--- src/sv/lcrf_pkg.sv ---
// ----------------------------------------------------------------------------
// lcrf_pkg
// Types and constants shared by the low-coverage region finder modules.
// ----------------------------------------------------------------------------
package lcrf_pkg;

    localparam int MAX_POSITIONS = 65536;
    localparam int ADDR_W        = $clog2(MAX_POSITIONS);
    localparam int POS_W         = 17;
    localparam int DEPTH_W       = 8;
    localparam int CFG_INDEX_W   = 2;
    localparam int CFG_DATA_W    = 17;

    localparam logic [DEPTH_W-1:0] DEPTH_MAX = 8'd255;
    localparam logic [POS_W-1:0]   LEN_MAX   = POS_W'(MAX_POSITIONS);

    typedef enum logic {
        OP_ADD  = 1'b0,
        OP_SCAN = 1'b1
    } t_op;

    typedef enum logic [CFG_INDEX_W-1:0] {
        CFG_DEPTH_CUTOFF  = 2'd0,
        CFG_MIN_MAPQ      = 2'd1,
        CFG_REGION_LENGTH = 2'd2
    } t_cfg_index;

    typedef enum logic [1:0] {
        ST_CLEAR,
        ST_IDLE,
        ST_ADD,
        ST_SCAN
    } t_state;

    typedef struct packed {
        t_op              operation;
        logic [POS_W-1:0] align_first;
        logic [POS_W-1:0] align_last;
        logic [7:0]       mapping_quality;
        logic             is_duplicate;
        logic             is_secondary;
        logic             is_supplementary;
        logic             is_unmapped;
    } t_in_word;

    typedef struct packed {
        logic             region_valid;
        logic [POS_W-1:0] region_begin;
        logic [POS_W-1:0] region_end;
        logic             scan_done;
    } t_out_word;

    // One scanned position handed to the run tracker.
    typedef struct packed {
        logic              fire;
        logic              low;
        logic              final_pos;
        logic [ADDR_W-1:0] pos;
    } t_scan_step;

endpackage

--- src/sv/lcrf_run_tracker.sv ---
// ----------------------------------------------------------------------------
// lcrf_run_tracker
// Follows the open run of low-coverage positions during a scan pass and
// forms the result word when a run closes or the pass ends.
// ----------------------------------------------------------------------------
module lcrf_run_tracker
    import lcrf_pkg::*;
(
    input  logic             i_clk,
    input  logic             i_rst_n,
    input  t_scan_step       i_step,
    input  logic [POS_W-1:0] i_len,
    output logic             o_result_valid,
    output t_out_word        o_result
);

    logic              r_run_open;
    logic [ADDR_W-1:0] r_run_begin;
    logic              n_run_open;
    logic [ADDR_W-1:0] n_run_begin;
    logic              open_now;
    logic [ADDR_W-1:0] begin_now;

    always_comb begin
        open_now       = r_run_open || i_step.low;
        begin_now      = r_run_open ? r_run_begin : i_step.pos;
        n_run_open     = r_run_open;
        n_run_begin    = r_run_begin;
        o_result_valid = 1'b0;
        o_result       = '0;
        if (i_step.fire) begin
            if (r_run_open && !i_step.low) begin
                // A high position ends the run just before it.
                o_result_valid        = 1'b1;
                o_result.region_valid = 1'b1;
                o_result.region_begin = {1'b0, r_run_begin} + POS_W'(1);
                o_result.region_end   = {1'b0, i_step.pos};
                o_result.scan_done    = i_step.final_pos;
                n_run_open            = 1'b0;
                n_run_begin           = '0;
            end else if (i_step.final_pos) begin
                o_result_valid     = 1'b1;
                o_result.scan_done = 1'b1;
                if (open_now) begin
                    o_result.region_valid = 1'b1;
                    o_result.region_begin = {1'b0, begin_now} + POS_W'(1);
                    o_result.region_end   = i_len;
                end
                n_run_open  = 1'b0;
                n_run_begin = '0;
            end else begin
                n_run_open  = open_now;
                n_run_begin = begin_now;
            end
        end
    end

    always_ff @(posedge i_clk) begin
        if (!i_rst_n) begin
            r_run_open  <= 1'b0;
            r_run_begin <= '0;
        end else begin
            r_run_open  <= n_run_open;
            r_run_begin <= n_run_begin;
        end
    end

endmodule

--- config.mk ---
export PLATFORM = sky130hd
export DESIGN_NAME = lcrf_run_tracker
export DESIGN_NICKNAME = d
export VERILOG_FILES = /design/src/sv/lcrf_pkg.sv /design/src/sv/lcrf_run_tracker.sv
export SDC_FILE = /design/constraint.sdc
export NUM_CORES = 1
export LEC_CHECK = 0
export BUFFER_PORTS_ARGS = -buffer_cell sky130_fd_sc_hd__buf_2
export CAP_MARGIN = 20
export CORE_UTILIZATION = 24
export CTS_BUF_LIST = sky130_fd_sc_hd__clkbuf_16
export DETAILED_ROUTE_END_ITERATION = 6
export GPL_TIMING_DRIVEN = 0
export PLACE_DENSITY = 0.53
export SKIP_CTS_REPAIR_TIMING = 1
export SYNTH_ARGS = -nofsm -noshare
export SYNTH_HDL_FRONTEND = slang
export SYNTH_SLANG_ARGS = --single-unit
--- constraint.sdc ---
create_clock -name i_clk -period 2.9 [get_ports i_clk]
set_input_delay 0.58 -clock i_clk [delete_from_list [all_inputs] [get_ports i_clk]]
set_output_delay 0.58 -clock i_clk [all_outputs]
set_load 0.01 [all_outputs]
==> results of run 1 <==
==> cell families (layout without fill, tap and decap cells) <==
logic type / count (synthesis) / after routing / share of synthesized area (%)
and+or+nand+nor: 102 / 102 / 31.3
AOI/OAI and AO/OA: 67 / 67 / 26.3
xor gates and xnor gates: 24 / 24 / 11.0
buffers and inverters: 20 / 98 / 5.09
DFF: 17 / 17 / 17.7
muxes: 13 / 13 / 7.31
adders and majority gates: 2 / 2 / 1.30
==> final cells by class <==
class	count	area share (%)
tap	102	4.97
buffer	18	4.29
sequential	17	13.3
inverter	1	0.146
timing repair buffer	75	14.8
multi-input combinational	208	59.4
clock buffer	3	2.92
clock inverter	1	0.146
==> sequential cells by signal (all words and copies together), names as in the netlist <==
register and cells:
r_run_open 1, r_run_begin 16
==> cell usage in the layout (no fill, tap or decap), types with 10 or more instances in the layout <==
cell	count
sky130_fd_sc_hd__xor2_1	15
sky130_fd_sc_hd__a22o_1	16
sky130_fd_sc_hd__nor2b_1	11
sky130_fd_sc_hd__a21boi_0	10
sky130_fd_sc_hd__buf_2	75
sky130_fd_sc_hd__o22ai_1	10
sky130_fd_sc_hd__nand2b_1	10
sky130_fd_sc_hd__nand2_1	19
sky130_fd_sc_hd__nand3_1	23
sky130_fd_sc_hd__dfxtp_1	15
==> worst paths after layout <==
kind         cells past startpoint           start  slack (ns)             end
min reg2reg                      2  r_run_begin[1]        0.52  r_run_begin[1]
max                             10      r_run_open        0.07    o_result[24]
max reg2reg                      6      r_run_open        1.02  r_run_begin[2]
min                              2  r_run_begin[1]        0.52  r_run_begin[1]
==> power breakdown <==
group          total (mW)  internal [mW]  leakage, nW  switching [mW]
Clock               0.283          0.183       0.0423          0.0995
Combinational       0.211         0.0965        0.897           0.115
Sequential          0.256          0.243        0.139          0.0130
Total               0.751          0.523         1.08           0.227
==> metal layers <==
layer  share of wire (%)  wire length [µm]
met1                  46              3130
met2                  46              3160
met3                 5.7               386
met4                 1.9               129
met5                   0                 0
==> worst register-to-register path, cell delays in order (launching register included) <==
cell and delay (ns):
sky130_fd_sc_hd__dfxtp_1 0.30, sky130_fd_sc_hd__buf_6 0.13, sky130_fd_sc_hd__buf_8 0.14, sky130_fd_sc_hd__buf_2 0.18, sky130_fd_sc_hd__nor3b_1 0.75, sky130_fd_sc_hd__a22oi_1 0.15
sky130_fd_sc_hd__nor2b_1 0.15
==> summary.md, run 1 <==
The run finished with clean final reports. The run gives 33.2% as the final standard cell utilization of the core. Routability-driven placement finished with a final weighted congestion of 0.835.

Across the routed clock network, the largest skew measured is 0.00303 ns. The maximum clock rate came out at 353 MHz. The initial utilization of the core area, before any placement, comes to 24.8%. The tree is rooted in a sky130_fd_sc_hd__clkbuf_16. The number of hold-slack violations in the final timing report is 0, and the number of clock buffers inserted by TritonCTS is 3. The critical path contains buffers and inverters numbering 4 combined. Sorting the synthesized cells by how often they occur yields sky130_fd_sc_hd__nand3_1, sky130_fd_sc_hd__nand2_1, sky130_fd_sc_hd__dfxtp_1. Counting flops with a built-in enable in the synthesized netlist gives 0. Setup violations remaining at the end of the flow were counted as 0. The die covers 8350 µm².

The areal power density over the cells was 292 nW/µm²; the first-pass GRT wire length was 10400 µm. The count of nets left with antenna violations once routing finished came out at 0. In the routed design, unresolved DRC markers number 0. STA classifies the critical path startpoint as a flip-flop. The floorplan die width is 91.4 µm, and the final worst-path setup slack is 0.0682 ns. The unique cell type count in the Yosys netlist came out at 48. For the area of combinational cells with multiple inputs, the log shows 1530 µm².

For the pin with the worst max-slew slack, the measured transition is 0.890 ns. The routed design could run at a clock period as short as 2.83 ns. The average size of a mapped cell is 7.83 µm². The met2 demand-to-capacity share in global routing was 25.4%; the half-perimeter wire length after detailed placement was 5110 µm. The logs give 15.7% for the overall fraction of global-route tracks in use and 819 for the count of filler cells inserted in the layout. The final layout contains 364 nets. Max-cap violations in this run came to 0. The logs give 425 for the count of placed standard cells in the final layout, fillers left out and 2410 µm² for the total cell area at the placement stage. After synthesis, the largest area contributor takes up 17.7% of total cell area. Global routing consumed, on the met1 layer, 20.9% of the routing resources. The finished cells cover 2570 µm².

Of the cells placed in the final design, the portion with a size suffix greater than 1 is 34.4%. In this run the tool buffered the top-level ports with 73 buffer cells. Yosys attributes the largest share of cell area to sky130_fd_sc_hd__dfxtp_1, sky130_fd_sc_hd__a22o_1, sky130_fd_sc_hd__xor2_1. Entering global routing, the biggest net connects 11 pins. After layout, the worst path uses 97.6% of the clock period. The routed length per placed instance is 16.0 µm. On the critical path, the stage with the largest delay is an instance of sky130_fd_sc_hd__mux2_4.

In this run, placement finished with an instance count of 420. The tools report the clock network latency to the later pin of the worst-skew pair as 0.25 ns. The element type at the critical path end was a primary output. The worst vdd rail ir drop came out at 150 µV. In this design, the stage delay of the slowest critical-path cell is 0.33 ns. The sequential cells in the finished layout cover a total of 343 µm². The run gives 2009 as the number of global-route vias before repair.

The path class of the tightest hold or removal check is flip-flop to flip-flop. The logs give 75 for the total I/O pin count and 174 for the DRC marker count from the first detailed-route iteration. The family of cells with the greatest summed delay on the critical path was buffers and inverters. The routing usage on met3 is 3.10%. The total leakage power was 1.08 nW. In this run the most used layer during global routing was met2. Count of standard-cell rows: 32. From synthesis to final layout, the design area changed by 33.9%. The logs give -0.222 ns for the worst setup slack before clock tree synthesis and 0 for the global route total overflow. The tools report the core box area as 7730 µm². The critical path in this run is classified as flip-flop to primary output. The area of the mapped netlist is 1920 µm². TritonCTS built the clock tree.

Synthesis inferred 17 register bits. Measured against its own limit, the worst slew margin works out to 40.5%. STA puts the critical path data arrival time at 2.25 ns. Counting along the longest clock path gives a buffer depth of 2. For this run, the register share of the synthesized area comes to 17.7%.

For this run, the leading register cell type out of synthesis is sky130_fd_sc_hd__dfxtp_1. Total count of max-transition violations in the final report: 0. The tools report the sink count of the clock tree as 17.

0 antenna diodes ended up in the layout. The tools report the maximum level of the CTS H-tree as 1. After synthesis, the share of flip-flops with an asynchronous set or reset is 0%. After technology mapping, the gate count stands at 245.

For the worst setup path, the data required time is 2.32 ns. The final sum of negative setup slack was 0 ns; the number of antenna violations at the first check in global routing was 0. The ratio of routed vias to standard cells was 5.26; the total number of vias was 2235. Total power for the finished layout comes to 0.751 mW.

The signal on the critical path passes through buf_6, buf_8, buf_12, mux2_4, ha_4, o211a_4, a21bo_2, nand2_1, o22ai_2, buf_2. Counting every net in the synthesized netlist gives 285. The die height works out to 91.4 µm.

Clock-pin slew was measured on the worst setup and hold paths at 0.05 ns. Yosys warning count: 0. Along the worst path, the maximum fanout reaches 10. The biggest area contributor in the post-synthesis netlist is sky130_fd_sc_hd__dfxtp_1. The final-layout worst hold slack is 0.524 ns, and the total routed wirelength is 6800 µm.

The pre-antenna-repair detailed-routing pass consisted of 5 iterations. The most frequent cell after synthesis is sky130_fd_sc_hd__nand3_1.
No activity file was read; power rests on OpenSTA's default activity.
==> inputs of run 2 (changes only) <==
- ABC_AREA: unset -> 1
- PLACE_DENSITY: 0.53 -> 0.52
==> run 2 against run 1 <==
Compared with the run above: total power rose by 10%; clock power fell by 3%; critical endpoint is now o_result[32]; global-route usage up 1.9 points; clock-buffer cell count did not move; non-clock buffer count shrank 5.
==> summary.md, run 2 <==
The number of diodes added for antenna fixing came out at 0 (unchanged). The total leakage power is 1.32 nW (was 1.08 nW). The worst hold path class is flip-flop to flip-flop (unchanged).

The area share of the largest cell type after synthesis is 24.9% (was 17.7%), and the area of combinational cells with multiple inputs is 1540 µm² (was 1530 µm²). The worst relative slew slack was 58.5% (was 40.5%); the worst setup skew after layout was 0.00248 ns (was 0.00303 ns). The core box area came out at 8720 µm² (was 7730 µm²). Fraction of the mapped netlist area in compound gates: 21.4% (was 26.3%). Detailed-router iteration count before antenna repair: 4 (was 5). The tools report the worst flop-to-flop path startpoint as r_run_open (unchanged). The growth of design area from synthesis to finish came out at 27.1% (was 33.9%). Commonest cells in the synthesized netlist: sky130_fd_sc_hd__nand2_1, sky130_fd_sc_hd__inv_1, sky130_fd_sc_hd__nand3_1 (was sky130_fd_sc_hd__nand3_1, sky130_fd_sc_hd__nand2_1, sky130_fd_sc_hd__dfxtp_1). The measured slew at the worst slew-check pin is 0.623 ns (was 0.890 ns), and the die height is 96.8 µm (was 91.4 µm). The half-perimeter wire length after detailed placement came out at 6720 µm (was 5110 µm). Clock transition at the register clock pins on the worst setup and hold paths after CTS: 0.05 ns (about the same).

Clock network latency to the later pin of the worst-skew pair: 0.25 ns (about the same). The most common cell after layout, fill and taps aside is sky130_fd_sc_hd__nand2_1 (was sky130_fd_sc_hd__buf_2). Biggest area contributors in the synthesized netlist: sky130_fd_sc_hd__nand2_1, sky130_fd_sc_hd__dfxtp_1, sky130_fd_sc_hd__nand3_1 (was sky130_fd_sc_hd__dfxtp_1, sky130_fd_sc_hd__a22o_1, sky130_fd_sc_hd__xor2_1). The run gives 342 µm² (was 343 µm²) as the area taken by flip-flops and latches. The kind of start point of the critical path is an input port (was a flip-flop). For the total count of max-transition violations in the final report, the log shows 0 (unchanged).

The number of clock buffers inserted by TritonCTS was 3 (unchanged). Maximum fanout along the worst path: 5 (was 10). The post-synthesis cell type with the largest combined area is sky130_fd_sc_hd__nand2_1 (was sky130_fd_sc_hd__dfxtp_1). The final weighted congestion in routability-driven placement was 0.906 (was 0.835).

The remaining number of nets flagged by the antenna check after routing was 0 (unchanged); the final standard cell utilization of the core was 31.4% (was 33.2%). The register with the most flip-flops is r_run_begin (unchanged). The logs give 0 (unchanged) for the number of remaining DRC errors and 2.32 ns (about the same) for the required time of the critical path.

The post-synthesis adder-cell area fraction is 1.16% (was 1.30%), and the number of cells in the design after placement is 586 (was 420). The number of buffer cells added on primary ports is 73 (unchanged). The commonest register cell after synthesis was sky130_fd_sc_hd__dfxtp_1 (unchanged). The largest family of logic cells by synthesized area was simple AND/OR/NAND/NOR gates (unchanged).

The final-layout worst hold slack was 0.498 ns (was 0.524 ns). The portion of netlist area occupied by mux cells was 0% (was 7.31%). The routed length per placed instance was 14.0 µm (was 16.0 µm).

Classification of the worst setup path: input port to primary output (was flip-flop to primary output). Most frequent cells in the layout: sky130_fd_sc_hd__nand2_1, sky130_fd_sc_hd__buf_2, sky130_fd_sc_hd__inv_1 (was sky130_fd_sc_hd__buf_2, sky130_fd_sc_hd__nand3_1, sky130_fd_sc_hd__nand2_1). The net total in the final layout is 523 (was 364). The flip-flop count of the largest register after layout is 16 (unchanged).

The element type at the critical path end is a primary output (unchanged). The DRC marker count from the first detailed-route iteration was 201 (was 174). For the number of antenna violations at the first check in global routing, the log shows 0 (unchanged). The Yosys warning count is 0 (unchanged). TritonCTS built the clock tree. For the max capacitance violation total, the log shows 0 (unchanged). The final clock period utilization by the worst path is 93.9% (was 97.6%), and the number of flops mapped to enable cells by yosys is 0 (unchanged). The average size of a mapped cell is 5.33 µm² (was 7.83 µm²).

The tools report the maximum clock rate as 367 MHz (was 353 MHz). The beginning of the critical path is i_step[1] (was r_run_open). For the sink count of the clock tree, the log shows 17 (unchanged).

Count of filler cells inserted in the layout: 975 (was 819). Setup repair after global routing left no endpoint under its margin. The logs give 2.14 ns (was 2.25 ns) for the arrival time of the worst setup path and 154 µV (was 150 µV) for the worst vdd rail ir drop.

The number of flip-flops and latches in the synthesized netlist works out to 17 (unchanged). For the pin count of the biggest net entering global routing, the log shows 11 (unchanged). The effective utilization at floorplan came out at 24.7% (was 24.8%). The floorplan die width is 96.8 µm (was 91.4 µm), and the maximum level of the CTS H-tree is 1 (unchanged). The number of global-route vias before repair was 2646 (was 2009); the final sum of negative setup slack was 0 ns (unchanged). The CTS root buffer was sky130_fd_sc_hd__clkbuf_16 (unchanged). Top Registers: r_run_begin x16, r_run_open x1 (unchanged). The run gives 9380 µm² (was 8350 µm²) as the die outline area. Fraction of layout cells with a size suffix above 1: 23.9% (was 34.4%). The area of the mapped netlist was 2160 µm² (was 1920 µm²); the simple logic cell fraction of the synthesized area was 48.5% (was 31.3%). The overall fraction of global-route tracks in use came out at 17.6% (was 15.7%).

The most frequent cell after synthesis is sky130_fd_sc_hd__nand2_1 (was sky130_fd_sc_hd__nand3_1). The final count of negative-setup-slack endpoints came out at 0 (unchanged). The tools report the number of hold-slack violations in the final timing report as 0 (unchanged). The final critical delay including setup and external delays is 2.72 ns (was 2.83 ns). The post-synthesis async set-or-reset flop share was 0% (unchanged). The unique cell type count in the Yosys netlist was 33 (was 48).

Areal power density over the cells: 301 nW/µm² (was 292 nW/µm²). The synthesized-area fraction occupied by xor and xnor cells was 0.406% (was 11.0%); the total nets after synthesis was 445 (was 285). The ratio of routed vias to standard cells is 4.91 (was 5.26), and the maximum buffer depth of the clock tree is 2 (unchanged). For the count of standard-cell rows, the log shows 34 (was 32).

The total number of vias is 2894 (was 2235). For the global route total overflow, the log shows 0 (unchanged). The run finished with clean final reports. The first-pass GRT wire length was 13400 µm (was 10400 µm); the cell count after synthesis was 405 (was 245).

The logs give 75 (unchanged) for the total I/O pin count and 15.8% (was 17.7%) for the part of the Yosys area used for sequential elements. The start point of the worst hold path is r_run_begin[3] (was r_run_begin[1]). Count of placed standard cells in the final layout, fillers left out: 590 (was 425). The run gives 8240 µm (was 6800 µm) as the total routed wirelength.
## run 2: cell count changes after synthesis, sizes merged, moves of 14 or more
cell	delta
a22o	-16
a21oi	+29
nand2	+130
nor2	+34
xor2	-14
o21ai	+35
inv	+48
nand3	+15
## run 2: metrics by stage
step / cell area, µm² / power (mW) / setup slack (ns)
after detailed placement: 2660 / 0.551 / 0.218
after global placement: 2660 / 0.552 / 0.204
after floorplan: 2160 / 0.445 / 0.627
after global routing: 2740 / 0.876 / 0.0171
after CTS: 2740 / 0.830 / 0.0848
final: 2740 / 0.827 / 0.177
## run 2: layout make-up
type / count / share of cell area (%)
buffer: 15 / 3.19
multi-input combinational: 323 / 56.3
clock inverter: 1 / 0.182
tap: 108 / 4.93
timing repair buffer: 73 / 13.3
sequential: 17 / 12.5
inverter: 50 / 6.93
clock buffer: 3 / 2.74
## run 2: cell families after synthesis
family,after synthesis
fa+ha+maj,2
compound gates,82
simple gates,238
flops,17
buf+inv,65
xor+xnor,1
## run 2: final timing paths
kind / endpoint / slack (ns) / cells after the start
max: o_result[32] / 0.18 / 12
min: r_run_begin[3] / 0.50 / 2
max reg2reg: r_run_begin[10] / 1.19 / 8
min reg2reg: r_run_begin[3] / 0.50 / 2
## run 2: layer usage
layer  track usage, %  part of all wire [%]
met1             23.7                    47
met2             29.6                    46
met3             1.81                   5.3
met4             4.82                   1.8
met5                0                     0
## run 2: worst max-delay path: stages
cell,delay [ns]
sky130_fd_sc_hd__buf_2,0.07
sky130_fd_sc_hd__inv_1,0.04
sky130_fd_sc_hd__o21ai_1,0.31
sky130_fd_sc_hd__ha_1,0.28
sky130_fd_sc_hd__nand3_2,0.16
sky130_fd_sc_hd__nor2_1,0.18
sky130_fd_sc_hd__nand3_1,0.09
sky130_fd_sc_hd__nand2_1,0.06
sky130_fd_sc_hd__nand3_1,0.08
sky130_fd_sc_hd__nand2_1,0.11
sky130_fd_sc_hd__inv_1,0.05
sky130_fd_sc_hd__buf_2,0.13
## run 2: power breakdown
part | switching (mW) | total, mW | internal (mW)
Combinational | 0.193 | 0.293 | 0.100
Clock | 0.0908 | 0.275 | 0.185
Sequential | 0.0141 | 0.258 | 0.244
Total | 0.298 | 0.827 | 0.529
==> inputs of run 3 (changes only) <==
- CORE_UTILIZATION: 24 -> 51
- PLACE_DENSITY: 0.52 -> 0.89
- SLEW_MARGIN: unset -> 20
==> run 3 against run 2 <==
Compared with the run above: critical path type is now flip-flop to primary output; final area fell by 2.8%; sequential share of layout area rose by 0.32 points; non-clock buffer count did not move; first-iteration DRC count rose by 76%; largest power group unchanged; utilization rose by 35 points; maximum frequency fell by 0.69%.
==> summary.md, run 3 (same netlist as run 2, synthesis figures left out) <==
The run finished with clean final reports. The total count of max-transition violations in the final report is 0 (unchanged). The logic depth of the worst register-to-register path came out at 8 (unchanged).

Element type at the critical path end: a primary output (unchanged). The CTS root buffer was sky130_fd_sc_hd__clkbuf_16 (unchanged). The tools report the worst flop-to-flop path startpoint as r_run_open (unchanged).

The reg-to-reg endpoint is r_run_begin[8] (was r_run_begin[10]). The most common cell after layout, fill and taps aside was sky130_fd_sc_hd__nand2_1 (unchanged). The tools report the global route total overflow as 0 (unchanged). The final clock period utilization by the worst path is 94.6% (was 93.9%), and the clock network latency to the later pin of the worst-skew pair is 0.24 ns (was 0.25 ns). The worst hold path class was flip-flop to flip-flop (unchanged).

TritonCTS built the clock tree. The count of filler cells inserted in the layout was 390 (was 975); the die height was 67.1 µm (was 96.8 µm). The total routed wirelength came out at 7760 µm (was 8240 µm). The tools report the detailed-router iteration count before antenna repair as 5 (was 4).

The clock transition at the register clock pins on the worst setup and hold paths after CTS is 0.05 ns (about the same), and the arrival time of the worst setup path is 2.16 ns (was 2.14 ns). The tools report the required time of the critical path as 2.32 ns (about the same). The tools report the number of antenna violations at the first check in global routing as 0 (unchanged). The run gives 0.999 (was 0.906) as the final weighted congestion in routability-driven placement. Most frequent cells in the layout: sky130_fd_sc_hd__nand2_1, sky130_fd_sc_hd__buf_2, sky130_fd_sc_hd__inv_1 (unchanged). The destination of the worst hold path was r_run_begin[4] (was r_run_begin[3]).

Number of clock buffers inserted by TritonCTS: 3 (unchanged). The start point of the worst hold path is r_run_begin[4] (was r_run_begin[3]). The run gives 6200 µm (was 6720 µm) as the half-perimeter wire length after detailed placement.

Final critical delay including setup and external delays: 2.74 ns (was 2.72 ns). The worst vdd rail ir drop is 406 µV (was 154 µV), and the ratio of routed vias to standard cells is 5.60 (was 4.91). The max capacitance violation total is 0 (unchanged), and the die outline area is 4500 µm² (was 9380 µm²). The total I/O pin count is 75 (unchanged). The number of global-route vias before repair came out at 2456 (was 2646). The measured slew at the worst slew-check pin is 0.589 ns (was 0.623 ns). The number of cells in the design after placement came out at 528 (was 586). The routed length per placed instance was 14.6 µm (was 14.0 µm); the net total in the final layout was 523 (unchanged). The areal power density over the cells came out at 306 nW/µm² (was 301 nW/µm²). The final count of negative-setup-slack endpoints came out at 0 (unchanged). The maximum clock rate is 365 MHz (was 367 MHz).

The core box area was 4030 µm² (was 8720 µm²); the maximum level of the CTS H-tree was 1 (unchanged). The pin count of the biggest net entering global routing was 11 (unchanged). Total leakage power: 1.32 nW (about the same). The final standard cell utilization of the core was 66.1% (was 31.4%); the final sum of negative setup slack was 0 ns (unchanged).

The effective utilization at floorplan was 53.6% (was 24.7%). The worst relative slew slack is 60.7% (was 58.5%). Maximum fanout along the worst path: 10 (was 5). The register with the most flip-flops is r_run_begin (unchanged).

The kind of start point of the critical path was a flip-flop (was an input port). The classification of the worst setup path was flip-flop to primary output (was input port to primary output). The number of buffer cells added on primary ports came out at 73 (unchanged). The overall fraction of global-route tracks in use came out at 35.4% (was 17.6%). The tools report the number of remaining DRC errors as 0 (unchanged). The first-pass GRT wire length is 11800 µm (was 13400 µm), and the growth of design area from synthesis to finish is 23.5% (was 27.1%). The flip-flop count of the largest register after layout was 16 (unchanged). The logs give 354 (was 201) for the DRC marker count from the first detailed-route iteration and 0 (unchanged) for the remaining number of nets flagged by the antenna check after routing. The number of diodes added for antenna fixing is 0 (unchanged). The tools report the count of placed standard cells in the final layout, fillers left out as 532 (was 590). The final worst-path setup slack came out at 0.158 ns (was 0.177 ns). The tools report the maximum buffer depth of the clock tree as 2 (unchanged).

The worst setup skew after layout is 0.00348 ns (was 0.00248 ns), and the instance count along the most critical hold path is 2 (unchanged). The floorplan die width works out to 67.1 µm (was 96.8 µm). Setup repair after global routing left no endpoint under its margin. The number of hold-slack violations in the final timing report came out at 0 (unchanged).

The slack of the worst reg-to-reg path was 1.07 ns (was 1.19 ns); the count of standard-cell rows was 23 (was 34). The fraction of layout cells with a size suffix above 1 was 23.4% (was 23.9%); the sink count of the clock tree was 17 (unchanged). Total number of vias: 2980 (was 2894).

For the worst setup slack before clock tree synthesis, the log shows 0.218 ns (about the same). Top Registers: r_run_begin x16, r_run_open x1 (unchanged).
-- run 3: area by class of cell --
| cell class | instances | area [µm²] | share of cell area (%) |
|---|---|---|---|
| multi-input combinational | 323 | 1540 | 57.9 |
| tap | 50 | 62.6 | 2.35 |
| sequential | 17 | 340 | 12.8 |
| timing repair buffer | 73 | 365 | 13.7 |
| buffer | 15 | 87.6 | 3.29 |
| clock buffer | 3 | 75.1 | 2.82 |
| inverter | 50 | 188 | 7.04 |
| clock inverter | 1 | 3.75 | 0.141 |
-- run 3: worst max-delay path by stage --
| stage | start | end | slack [ns] | cells after the start |
|---|---|---|---|---|
| final | r_run_open | o_result[12] | 0.16 | 8 |
| after global routing | r_run_open | o_result[32] | 0.002 | 12 |
| after CTS | r_run_open | o_result[30] | 0.19 | 10 |
| after detailed placement | i_step[1] | o_result[30] | 0.22 | 11 |
| after global placement | i_step[1] | o_result[30] | 0.21 | 11 |
| after floorplan | i_step[1] | o_result[30] | 0.63 | 9 |
-- run 3: metal layers --
layer  global-route usage (%)  wire, µm
met3                     4.28       803
met2                     54.6      3420
met5                        0         0
met4                     9.57        61
met1                     50.9      3480
-- run 3: critical path: stages (launching register included) --
cell and delay [ns]:
sky130_fd_sc_hd__dfxtp_1 0.47, sky130_fd_sc_hd__inv_2 0.16, sky130_fd_sc_hd__nor2_4 0.23, sky130_fd_sc_hd__inv_2 0.16, sky130_fd_sc_hd__nor2_4 0.26, sky130_fd_sc_hd__inv_2 0.12
sky130_fd_sc_hd__buf_2 0.20, sky130_fd_sc_hd__o21ai_0 0.16, sky130_fd_sc_hd__buf_2 0.15
-- run 3: where the power goes --
group	leakage, nW	internal (mW)	switching, mW
registers	0.139	0.244	0.0144
clock network	0.0423	0.182	0.0801
logic	1.14	0.100	0.195
-- run 3: stage by stage --
| step | hold WS [ns] | power (mW) | area [µm²] |
|---|---|---|---|
| floorplan | 0.458 | 0.445 | 2160 |
| global placement | 0.471 | 0.546 | 2590 |
| detailed placement | 0.488 | 0.548 | 2590 |
| CTS | 0.488 | 0.814 | 2670 |
| global route | 0.511 | 0.860 | 2670 |
| finish | 0.487 | 0.816 | 2670 |
